### config.mk
export PLATFORM = sky130hd
export DESIGN_NAME = color_sensor_channel_scaler_core
export DESIGN_NICKNAME = d
export VERILOG_FILES = /design/src/design/cscs_pkg.sv /design/src/design/color_sensor_channel_scaler_core.sv
export VERILOG_INCLUDE_DIRS = /design/src /design/src/design
export SDC_FILE = /design/constraint.sdc
export NUM_CORES = 1
export LEC_CHECK = 0
export ABC_CLOCK_PERIOD_IN_PS = 3000
export BUFFER_PORTS_ARGS = -buffer_cell sky130_fd_sc_hd__buf_2
export CAP_MARGIN = 10
export CORE_MARGIN = 1
export CORE_UTILIZATION = 25
export DETAILED_ROUTE_END_ITERATION = 12
export GPL_ROUTABILITY_DRIVEN = 0
export PLACE_DENSITY = 0.49
export SETUP_SLACK_MARGIN = 0.1
export SYNTH_ARGS = -nofsm -noshare
export SYNTH_HDL_FRONTEND = slang
export SYNTH_SLANG_ARGS = --single-unit
### constraint.sdc
create_clock -name clk -period 3 [get_ports clk]
set_input_delay 0.3 -clock clk [delete_from_list [all_inputs] [get_ports clk]]
set_output_delay 0.3 -clock clk [all_outputs]
set_load 0.005 [all_outputs]
### src/design/color_sensor_channel_scaler_core_defines.svh
// ----------------------------------------------------------------------------
// Color sensor channel scaler: assertion macros
// Shared assertion forms for the scaler core; reset is active low.
// ----------------------------------------------------------------------------
`ifndef COLOR_SENSOR_CHANNEL_SCALER_CORE_DEFINES_SVH
`define COLOR_SENSOR_CHANNEL_SCALER_CORE_DEFINES_SVH

// same-cycle implication
`define CSCS_ASSERT_NOW(label, clk, rst_n, ante, cons, msg) \
  label: assert property (@(posedge clk) disable iff (!rst_n) (ante) |-> (cons)) \
    else $error(msg);

// next-cycle implication
`define CSCS_ASSERT_NEXT(label, clk, rst_n, ante, cons, msg) \
  label: assert property (@(posedge clk) disable iff (!rst_n) (ante) |=> (cons)) \
    else $error(msg);

`endif

### src/design/cscs_pkg.sv
// ----------------------------------------------------------------------------
// Color sensor channel scaler package
// Widths, constants and control types shared by the scaler core.
// ----------------------------------------------------------------------------
package cscs_pkg;

  localparam int unsigned CountW  = 16;
  localparam int unsigned DivW    = 16;
  localparam int unsigned BinW    = 10;   // saturated quotient, 0..999
  localparam int unsigned BcdW    = 12;   // three BCD digits
  localparam int unsigned CharW   = 6;
  localparam int unsigned StepW   = 4;

  localparam logic [CharW-1:0] DIGIT_BASE = 6'h30;
  localparam logic [BinW-1:0]  SAT_LIMIT  = 10'd999;
  localparam logic [StepW-1:0] DIV_LAST   = 4'd15;
  localparam logic [StepW-1:0] BCD_LAST   = 4'd9;

  // configuration register indexes
  localparam logic [1:0] REG_RED   = 2'd0;
  localparam logic [1:0] REG_GREEN = 2'd1;
  localparam logic [1:0] REG_BLUE  = 2'd2;

  // color channels / phases
  localparam logic [1:0] CH_RED    = 2'd0;
  localparam logic [1:0] CH_GREEN  = 2'd1;
  localparam logic [1:0] CH_BLUE   = 2'd2;

  typedef enum logic [4:0] {
    ST_IDLE = 5'b00001,
    ST_DIV  = 5'b00010,
    ST_SAT  = 5'b00100,
    ST_BCD  = 5'b01000,
    ST_EMIT = 5'b10000
  } state_t;

endpackage

### src/design/color_sensor_channel_scaler_core.sv
// Flow: an accepted input word goes through 16 divide steps, 1 saturate
//   step, 10 BCD steps and 1 output load; the load waits while the output
//   register is still held by an untaken word.
// Throughput: a new word is taken only in idle, after the last one is loaded
//   to the output, as set by the bit-serial divider and the bit-serial BCD shifter.
// Reset: rst_n synchronous active low; divisors return to 1, phase to red.
// ----------------------------------------------------------------------------
// Color sensor channel scaler core
// Divides each gate-window pulse count by its channel's calibration divisor,
// saturates at 999, emits three ASCII digits and the next filter select bits.
// ----------------------------------------------------------------------------
`include "color_sensor_channel_scaler_core_defines.svh"

module color_sensor_channel_scaler_core
  import cscs_pkg::*;
(
  input  logic        clk,
  input  logic        rst_n,
  // input stream
  input  logic        in_tvalid,
  output logic        in_tready,
  input  logic [15:0] in_tdata,     // [15:0] pulse_count
  // result stream
  output logic        out_tvalid,
  input  logic        out_tready,
  output logic [23:0] out_tdata,    // [5:0] hundreds_char, [11:6] tens_char,
                                    // [17:12] units_char, [18] filter_select_a,
                                    // [19] filter_select_b, [23:20] zero
  output logic [2:0]  out_tuser,    // [1:0] channel, [2] overflow
  // configuration write channel
  input  logic        cfg_valid,
  output logic        cfg_ready,
  input  logic [1:0]  cfg_index,
  input  logic [15:0] cfg_data
);

  // --------------------------------------------------------------------------
  // Calibration divisors. Writes are always taken; index 3 is dropped.
  // --------------------------------------------------------------------------
  logic [DivW-1:0] red_div_r, green_div_r, blue_div_r;

  assign cfg_ready = 1'b1;

  always_ff @(posedge clk) begin
    if (!rst_n) begin
      red_div_r   <= {{(DivW-1){1'b0}}, 1'b1};
      green_div_r <= {{(DivW-1){1'b0}}, 1'b1};
      blue_div_r  <= {{(DivW-1){1'b0}}, 1'b1};
    end else if (cfg_valid) begin
      case (cfg_index)
        REG_RED:   red_div_r   <= cfg_data;
        REG_GREEN: green_div_r <= cfg_data;
        REG_BLUE:  blue_div_r  <= cfg_data;
        default:   ;
      endcase
    end
  end

  // --------------------------------------------------------------------------
  // Sequencer and datapath registers
  // --------------------------------------------------------------------------
  state_t          state_r, state_nxt;
  logic [StepW-1:0] step_r, step_nxt;
  logic [1:0]      phase_r, phase_nxt;
  logic [1:0]      ch_r, ch_nxt;
  logic [DivW-1:0] div_r, div_nxt;
  logic [CountW-1:0] dvd_r, dvd_nxt;   // dividend in, quotient out
  logic [DivW-1:0] rem_r, rem_nxt;
  logic [BinW-1:0] bin_r, bin_nxt;
  logic [BcdW-1:0] bcd_r, bcd_nxt;
  logic            ovf_r, ovf_nxt;

  logic            out_valid_r, out_valid_nxt;
  logic [23:0]     out_data_r, out_data_nxt;
  logic [2:0]      out_user_r, out_user_nxt;

  logic            in_acc;
  logic            out_free;

  // divider step: shift one dividend bit into the remainder, trial subtract
  logic [DivW:0]   rem_shift;
  logic [DivW:0]   trial;
  logic            qbit;

  // double-dabble step: digits at 5 or above get +3 before the shift
  logic [BcdW-1:0] bcd_adj;

  // output digits and select pins
  logic [CharW-1:0] h_char, t_char, u_char;
  logic            sel_a, sel_b;
  logic [DivW-1:0] div_pick;

  assign in_tready  = (state_r == ST_IDLE);
  assign in_acc     = in_tvalid && in_tready;
  assign out_free   = !out_valid_r || out_tready;
  assign out_tvalid = out_valid_r;
  assign out_tdata  = out_data_r;
  assign out_tuser  = out_user_r;

  assign rem_shift = {rem_r, dvd_r[CountW-1]};
  assign trial     = rem_shift - {1'b0, div_r};
  assign qbit      = !trial[DivW];

  always_comb begin
    for (int d = 0; d < 3; d++) begin
      if (bcd_r[d*4 +: 4] >= 4'd5) begin
        bcd_adj[d*4 +: 4] = bcd_r[d*4 +: 4] + 4'd3;
      end else begin
        bcd_adj[d*4 +: 4] = bcd_r[d*4 +: 4];
      end
    end
  end

  assign h_char = DIGIT_BASE + {2'b00, bcd_r[11:8]};
  assign t_char = DIGIT_BASE + {2'b00, bcd_r[7:4]};
  assign u_char = DIGIT_BASE + {2'b00, bcd_r[3:0]};

  // select pins aim the filter at the channel after the one just measured
  always_comb begin
    case (ch_r)
      CH_GREEN: begin sel_a = 1'b0; sel_b = 1'b1; end
      CH_BLUE:  begin sel_a = 1'b0; sel_b = 1'b0; end
      default:  begin sel_a = 1'b1; sel_b = 1'b1; end
    endcase
  end

  // channel, divisor and next phase for the window that just ended;
  // the unused phase code falls back to red
  always_comb begin
    case (phase_r)
      CH_GREEN: begin ch_nxt = CH_GREEN; div_pick = green_div_r; phase_nxt = CH_BLUE;  end
      CH_BLUE:  begin ch_nxt = CH_BLUE;  div_pick = blue_div_r;  phase_nxt = CH_RED;   end
      default:  begin ch_nxt = CH_RED;   div_pick = red_div_r;   phase_nxt = CH_GREEN; end
    endcase
  end

  always_comb begin
    state_nxt     = state_r;
    step_nxt      = step_r;
    div_nxt       = div_r;
    dvd_nxt       = dvd_r;
    rem_nxt       = rem_r;
    bin_nxt       = bin_r;
    bcd_nxt       = bcd_r;
    ovf_nxt       = ovf_r;
    out_valid_nxt = out_valid_r && !out_tready;
    out_data_nxt  = out_data_r;
    out_user_nxt  = out_user_r;

    case (state_r)
      ST_IDLE: begin
        if (in_acc) begin
          // a zero divisor divides as one
          div_nxt   = (div_pick == '0) ? {{(DivW-1){1'b0}}, 1'b1} : div_pick;
          dvd_nxt   = in_tdata;
          rem_nxt   = '0;
          step_nxt  = '0;
          state_nxt = ST_DIV;
        end
      end
      ST_DIV: begin
        rem_nxt  = qbit ? trial[DivW-1:0] : rem_shift[DivW-1:0];
        dvd_nxt  = {dvd_r[CountW-2:0], qbit};
        step_nxt = step_r + 1'b1;
        if (step_r == DIV_LAST) begin
          state_nxt = ST_SAT;
        end
      end
      ST_SAT: begin
        if (dvd_r > {{(CountW-BinW){1'b0}}, SAT_LIMIT}) begin
          bin_nxt = SAT_LIMIT;
          ovf_nxt = 1'b1;
        end else begin
          bin_nxt = dvd_r[BinW-1:0];
          ovf_nxt = 1'b0;
        end
        bcd_nxt   = '0;
        step_nxt  = '0;
        state_nxt = ST_BCD;
      end
      ST_BCD: begin
        bcd_nxt  = {bcd_adj[BcdW-2:0], bin_r[BinW-1]};
        bin_nxt  = {bin_r[BinW-2:0], 1'b0};
        step_nxt = step_r + 1'b1;
        if (step_r == BCD_LAST) begin
          state_nxt = ST_EMIT;
        end
      end
      ST_EMIT: begin
        // wait here while an earlier word still sits in the output register
        if (out_free) begin
          out_valid_nxt = 1'b1;
          out_data_nxt  = {4'b0000, sel_b, sel_a, u_char, t_char, h_char};
          out_user_nxt  = {ovf_r, ch_r};
          state_nxt     = ST_IDLE;
        end
      end
      default: begin
        state_nxt = ST_IDLE;
      end
    endcase
  end

  always_ff @(posedge clk) begin
    if (!rst_n) begin
      state_r     <= ST_IDLE;
      phase_r     <= CH_RED;
      out_valid_r <= 1'b0;
    end else begin
      state_r     <= state_nxt;
      out_valid_r <= out_valid_nxt;
      if (in_acc) begin
        phase_r <= phase_nxt;
      end
    end
  end

  always_ff @(posedge clk) begin
    step_r     <= step_nxt;
    div_r      <= div_nxt;
    dvd_r      <= dvd_nxt;
    rem_r      <= rem_nxt;
    bin_r      <= bin_nxt;
    bcd_r      <= bcd_nxt;
    ovf_r      <= ovf_nxt;
    out_data_r <= out_data_nxt;
    out_user_r <= out_user_nxt;
    if (in_acc) begin
      ch_r <= ch_nxt;
    end
  end

  // --------------------------------------------------------------------------
  // Assertions
  // --------------------------------------------------------------------------
  `CSCS_ASSERT_NOW(a_ovf_nines, clk, rst_n,
    out_tvalid && out_tuser[2],
    out_tdata[17:0] == {3{DIGIT_BASE + 6'd9}}, "saturated word must read 999")
  `CSCS_ASSERT_NEXT(a_acc_starts_div, clk, rst_n,
    in_acc, state_r == ST_DIV && step_r == '0, "accepted word must start divide")
  `CSCS_ASSERT_NOW(a_phase_legal, clk, rst_n,
    1'b1, phase_r != 2'd3, "phase reached unused code")
  `CSCS_ASSERT_NEXT(a_emit_loads, clk, rst_n,
    state_r == ST_EMIT && out_free, out_tvalid && in_tready,
    "emit must load output and release input")

endmodule
After elaboration in Yosys (flattened, before gate mapping)
Index checks and enable logic that the tools add are counted.
{"block": "op_classes", "eq_ne": 17, "order_cmp": 4, "addsub": 8, "muxes": 26, "reduce_logical": 21}
{"cell": "$pmux 16 s2", "count": 3}
{"cell": "$mux 16", "count": 3}
{"cell": "$pmux 5 s5", "count": 1}
{"cell": "$pmux 12 s2", "count": 1}
{"cell": "$mux 5", "count": 4}
{"cell": "$pmux 10 s2", "count": 1}
{"cell": "$add 5x5->6 const A", "count": 3}
{"cell": "$sub 17x16->17", "count": 1}
{"cell": "$gt 16x10->1 const B", "count": 1}
{"cell": "$logic_not 16->1", "count": 1}
{"cell": "$reduce_and 2->1", "count": 7}
{"cell": "$ge 4x3->1 const B", "count": 3}
{"cell": "$mux 4", "count": 3}
{"cell": "$pmux 4 s3", "count": 1}
{"cell": "$mux 10", "count": 1}
{"cell": "$add 4x2->4 const B", "count": 2}
{"cell": "$eq 4x4->1 const B", "count": 2}
{"cell": "$pmux 2 s2", "count": 2}
{"cell": "$eq 2x1->1 const B", "count": 3}
{"cell": "$eq 2x2->1 const B", "count": 3}
{"cell": "$ne 2x2->1 const B", "count": 3}
{"cell": "$eq 5x1->1 const B", "count": 1}
{"cell": "$eq 5x2->1 const B", "count": 1}
{"cell": "$eq 5x3->1 const B", "count": 1}
{"cell": "other kinds (15)", "count": 24}
{"block": "word_totals", "ff_bits": 156, "out_inout_bits": 30}

Longest topological paths before layout
{"block": "depth", "depth_word": 4, "depth_mapped": 10}

Least setup slack after synthesis
No wires, ideal clock.
{"block": "synth_path", "path_type": "register -> register", "from": "register rem_r[5]", "to": "register dvd_r[0] (data pin)", "period_less_slack_ns": 2.505, "slack_ns": 0.495, "path_buffers": 2, "setup_ns": 0.270, "t_arrival_ns": 2.234, "path_stages_with_launch": 10, "cell_sequence": "edfxtp_1 > ha_1 > buf_6 > o21a_1 > o211ai_2 > a211oi_2 > o41a_4 > xnor2_4 > buf_12 > a21oi_1"}
{"block": "synth_via", "elab_chain_cells": 3}
{"element": "start: declaration", "line_no": "color_sensor_channel_scaler_core.sv:68", "rtl": "logic [DivW-1:0] rem_r, rem_nxt;"}
{"element": "start signal: assignment", "line_no": "color_sensor_channel_scaler_core.sv:222", "rtl": "rem_r <= rem_nxt;"}
{"element": "$sub 17x16->17", "line_no": "color_sensor_channel_scaler_core.sv:101", "rtl": "assign trial = rem_shift - {1'b0, div_r};"}
{"element": "$logic_not 1->1", "line_no": "color_sensor_channel_scaler_core.sv:102", "rtl": "assign qbit = !trial[DivW];"}
{"element": "$pmux 16 s2", "line_no": "color_sensor_channel_scaler_core.sv:150", "rtl": "case (state_r)"}
{"element": "named net dvd_nxt[0]", "line_no": "color_sensor_channel_scaler_core.sv:67", "rtl": "logic [CountW-1:0] dvd_r, dvd_nxt;"}
{"element": "end signal: assignment", "line_no": "color_sensor_channel_scaler_core.sv:221", "rtl": "dvd_r <= dvd_nxt;"}
{"element": "end: declaration", "line_no": "color_sensor_channel_scaler_core.sv:67"}
The timed path passes the listed nets, and every way through them passes these cells.
A chain may end at the register's enable or synchronous reset.

Worst setup path after layout
{"block": "layout_path", "from": "register dvd_r[15]", "to": "register rem_r[13] (data pin)"}
{"block": "layout_via", "elab_chain_cells": 3}
{"element": "$sub 17x16->17", "line_no": "color_sensor_channel_scaler_core.sv:101"}
{"element": "$mux 16", "line_no": "color_sensor_channel_scaler_core.sv:162", "rtl": "rem_nxt = qbit ? trial[DivW-1:0] : rem_shift[DivW-1:0];"}
{"element": "$pmux 16 s2", "line_no": "color_sensor_channel_scaler_core.sv:150"}
No other way between the ends.

==> impl_metrics.yaml <==
clocking:
  cts_root_buffer: "clkbuf_16"
  clk_pin_slew_ns: 0.08
  tritoncts: "done"
  cts_setup_buffers: 2
  cts_sinks: 150
  htree_levels: 4
  cts_resized: 0
  hold_buffers: 0
  clockBufferDepth: 2
  cts_buffers: 17
  clock_latency_ns: 0.43
power:
  power_density_mw_per_mm2: 637
  power.total_mw: 5.65
  ir_worst_vdd_v: 0.000418
  p_leak_nw: 3.29
logic_synthesis:
  seq_area_frac_synth_pct: 52.3
  synth_edf_count: 94
  syn_area_mm2: 0.00754
  synth.area.top_cells: "edfxtp_1, dfxtp_1, nand2_1"
  synth_top_area_cell: "edfxtp_1"
  synth.distinct_cells: 63
  synthFlopType: "edfxtp_1"
  ys_ff_latch: 150
  synth_top_area_share_pct: 37.5
  synth-async-reset-ratio_pct: 0
  synthCells: 746
  syn_avg_cell_area_um2: 10.1
  ys_warn_count: 0
setup_path:
  critPathLaunchType: "flop"
  cp_cell_sequence: "inv_1 > ha_1 > fa_1 > nand2b_1 > a21o_2 > a211oi_2 > o41a_4 > mux2_2 > a211oi_1"
  cpPeakStageDelay_ns: 0.39
  critPathTopFamily: "compound AO/OA/AOI/OAI gates"
  r2r-start: "dvd_r[15]$_DFFE_PP_"
  rrSetupSlack_ns: 0.25
  worstSetupPathType: "reg -> reg"
  end_kind: "flop"
  cp_data_required_time_ns: 3.24
  cp_data_arrival_time_ns: 2.99
  reg2reg_depth: 9
  setup.worst_path.end: "rem_r[13]$_SDFFCE_PN0P_"
  path_depth: 9
  slowest_stage: "edfxtp_1"
  cp_max_fo: 7
  r2r_end: "rem_r[13]$_SDFFCE_PN0P_"
  path_buf_inv: 1
  cp-startpoint: "dvd_r[15]$_DFFE_PP_"
routing:
  drt_wl_total_um: 16700
  drc: 0
  post_drt_wl_per_cell_um: 13.9
  viasPerCell: 4.45
  first_pass_iters: 5
  dr.first_iter.drc_count: 379
  vias: 5360
  ant_nets: 0
layout:
  layout-drive-gt1-share_pct: 16.4
  synthToLayoutAreaGrowth_pct: 17.7
  register_area_mm2: 0.00394
  nets: 871
  finish.utilization_pct: 29.9
  n_antenna_cell: 0
  fill_cells: 3148
  instances_no_fill: 1205
  multi_input_area_mm2: 0.00328
global_routing:
  first_global_vias: 5082
  grt_pass1_wl_um: 27100
  antenna_found_initial: 0
  gr-total-overflow: 0
  grt_max_degree: 57
  track_usage_pct: 11.3
sta:
  period_needed_ns: 2.75
  setup_viol: 0
  fmax_mhz: 364
  final_hold_viol_count: 0
  skew_ns: 0.0147
  worst_slew_pin_slew_ns: 0.897
  hold_ws_ns: 0.138
  max-slew-margin-rel_pct: 40.2
  setup_tns_ns: 0
  rsz0062_at_grt: "false"
  fin_crit_sh_pct: 91.7
  finalMaxSlewViolations: 0
die:
  core_area_mm2: 0.0296
  dieArea_mm2: 0.0308
  fp-row-count: 63
  start_util_pct: 25.4
  num_io_pins: 69
  die_h_um: 176
  die_w_um: 176
run_status:
  outcome: "finished clean"
hold_path:
  hp-class: "in -> reg"
  worstHoldStart: "cfg_data[8]"
run:
  drv_cap: 0
place:
  dp.cells: 1171
  io_buffers: 57
  hpwl_um: 11400
[final cells by class]
class	instances	area share, %
Sequential cell	150	44.5
Multi-Input combinational cell	527	36.9
Tap cell	390	5.50
Clock buffer	18	5.08
Timing Repair Buffer	73	4.71
Clock inverter	14	1.92
Inverter	33	1.40
[worst min path at each step]
stage	slack [ns]	endpoint	cells after the start
after CTS	0.12	blue_div_r[10]$_SDFFE_PN0P_	3
after floorplan	0.40	out_tuser[2]$_DFFE_PP_	0
final	0.14	green_div_r[8]$_SDFFE_PN0P_	3
after detailed placement	0.46	green_div_r[4]$_SDFFE_PN0P_	2
after global routing	0.15	blue_div_r[8]$_SDFFE_PN0P_	3
after global placement	0.45	green_div_r[0]$_SDFFE_PN1P_	2
[worst reg2reg max path: cells and delay by family, from the launching register on]
family / cells / cell delay [ns]
buffers and inverters: 1 / 0.06
AO/OA/AOI/OAI: 4 / 1.01
multiplexers: 1 / 0.35
adder cells (fa/ha/maj): 2 / 0.58
flip-flops: 1 / 0.39
AND/OR/NAND/NOR: 1 / 0.19
[registers in the layout (all words and copies together) (netlist names)]
register,count
rem_r,16
ch_r,2
div_r,16
blue_div_r,16
out_tdata,14
out_tuser,3
step_r,4
green_div_r,16
bcd_r,12
state_r,5
ovf_r,1
dvd_r,16
bin_r,10
red_div_r,16
phase_r,2
out_tvalid,1
[per-layer routing]
layer,GRT usage [%],share of wire (%)
met5,0,0
met1,15.6,50
met4,3.19,0.76
met3,2.53,3.8
met2,17.6,45
[cell families (layout without fill, tap and decap cells)]
logic type                 count (synthesis)  in the layout  synth area share, %
xor gates and xnor gates                  12             12                 1.64
AOI/OAI and AO/OA                        167            167                 15.2
buffers and inverters                     78            138                 4.78
DFF                                      150            150                 52.3
muxes                                     31             31                 4.38
and+or+nand+nor                          276            276                 16.5
adders and majority gates                 30             30                 5.08
other                                      2             11               0.0996
[layout by cell type (no fill, tap or decap), drive strengths merged, types with 7 or more instances in the layout]
cell    Yosys  routed
nand2     159     159
edfxtp     94      94
buf        17      73
dfxtp      56      56
a21boi     49      49
inv        33      42
nor2       35      35
o21ai      33      33
ha         29      29
a21oi      29      29
clkbuf     28      18
nor3       16      16
mux2       16      16
a22oi      16      16
mux2i      15      15
nand2b     11      11
nand3      11      11
conb        2      11
nand3b      8       8
xnor2       8       8
a21o        8       8
a211oi      7       7
[synth_stat cells (3+ instances only)]
library cell,instances
a21oi_1,28
buf_4,11
nor3b_1,3
nand2_1,159
mux2i_1,15
xnor2_1,7
or3_1,5
nand2b_1,11
and2_1,3
nand3_1,11
nor2b_1,4
o21ai_0,32
dfxtp_1,56
a211oi_1,6
nor3_1,16
edfxtp_1,94
nand3b_1,8
nor4_1,5
o211ai_1,3
ha_1,29
a21o_2,3
xor2_1,4
o22a_1,5
inv_1,33
a21boi_0,49
mux2_2,16
and3b_1,3
a21o_1,5
nand4_1,4
clkbuf_1,28
a22oi_1,16
nor2_1,35
[through the flow]
stage / setup WS [ns] / cell area [um2]
5_1_grt: 0.115 / 8870
4_1_cts: 0.222 / 8870
3_3_place_gp: 0.109 / 8220
3_5_place_dp: 0.0395 / 8220
6_report: 0.250 / 8870
2_1_floorplan: 0.495 / 7570
[report_power, final]
part / total, mW / switching, mW / internal (mW)
logic: 0.983 / 0.568 / 0.414
clock network: 2.25 / 0.969 / 1.28
registers: 2.42 / 0.0787 / 2.34
total: 5.65 / 1.62 / 4.04
Note: power is estimated with default switching activity, not from simulation.
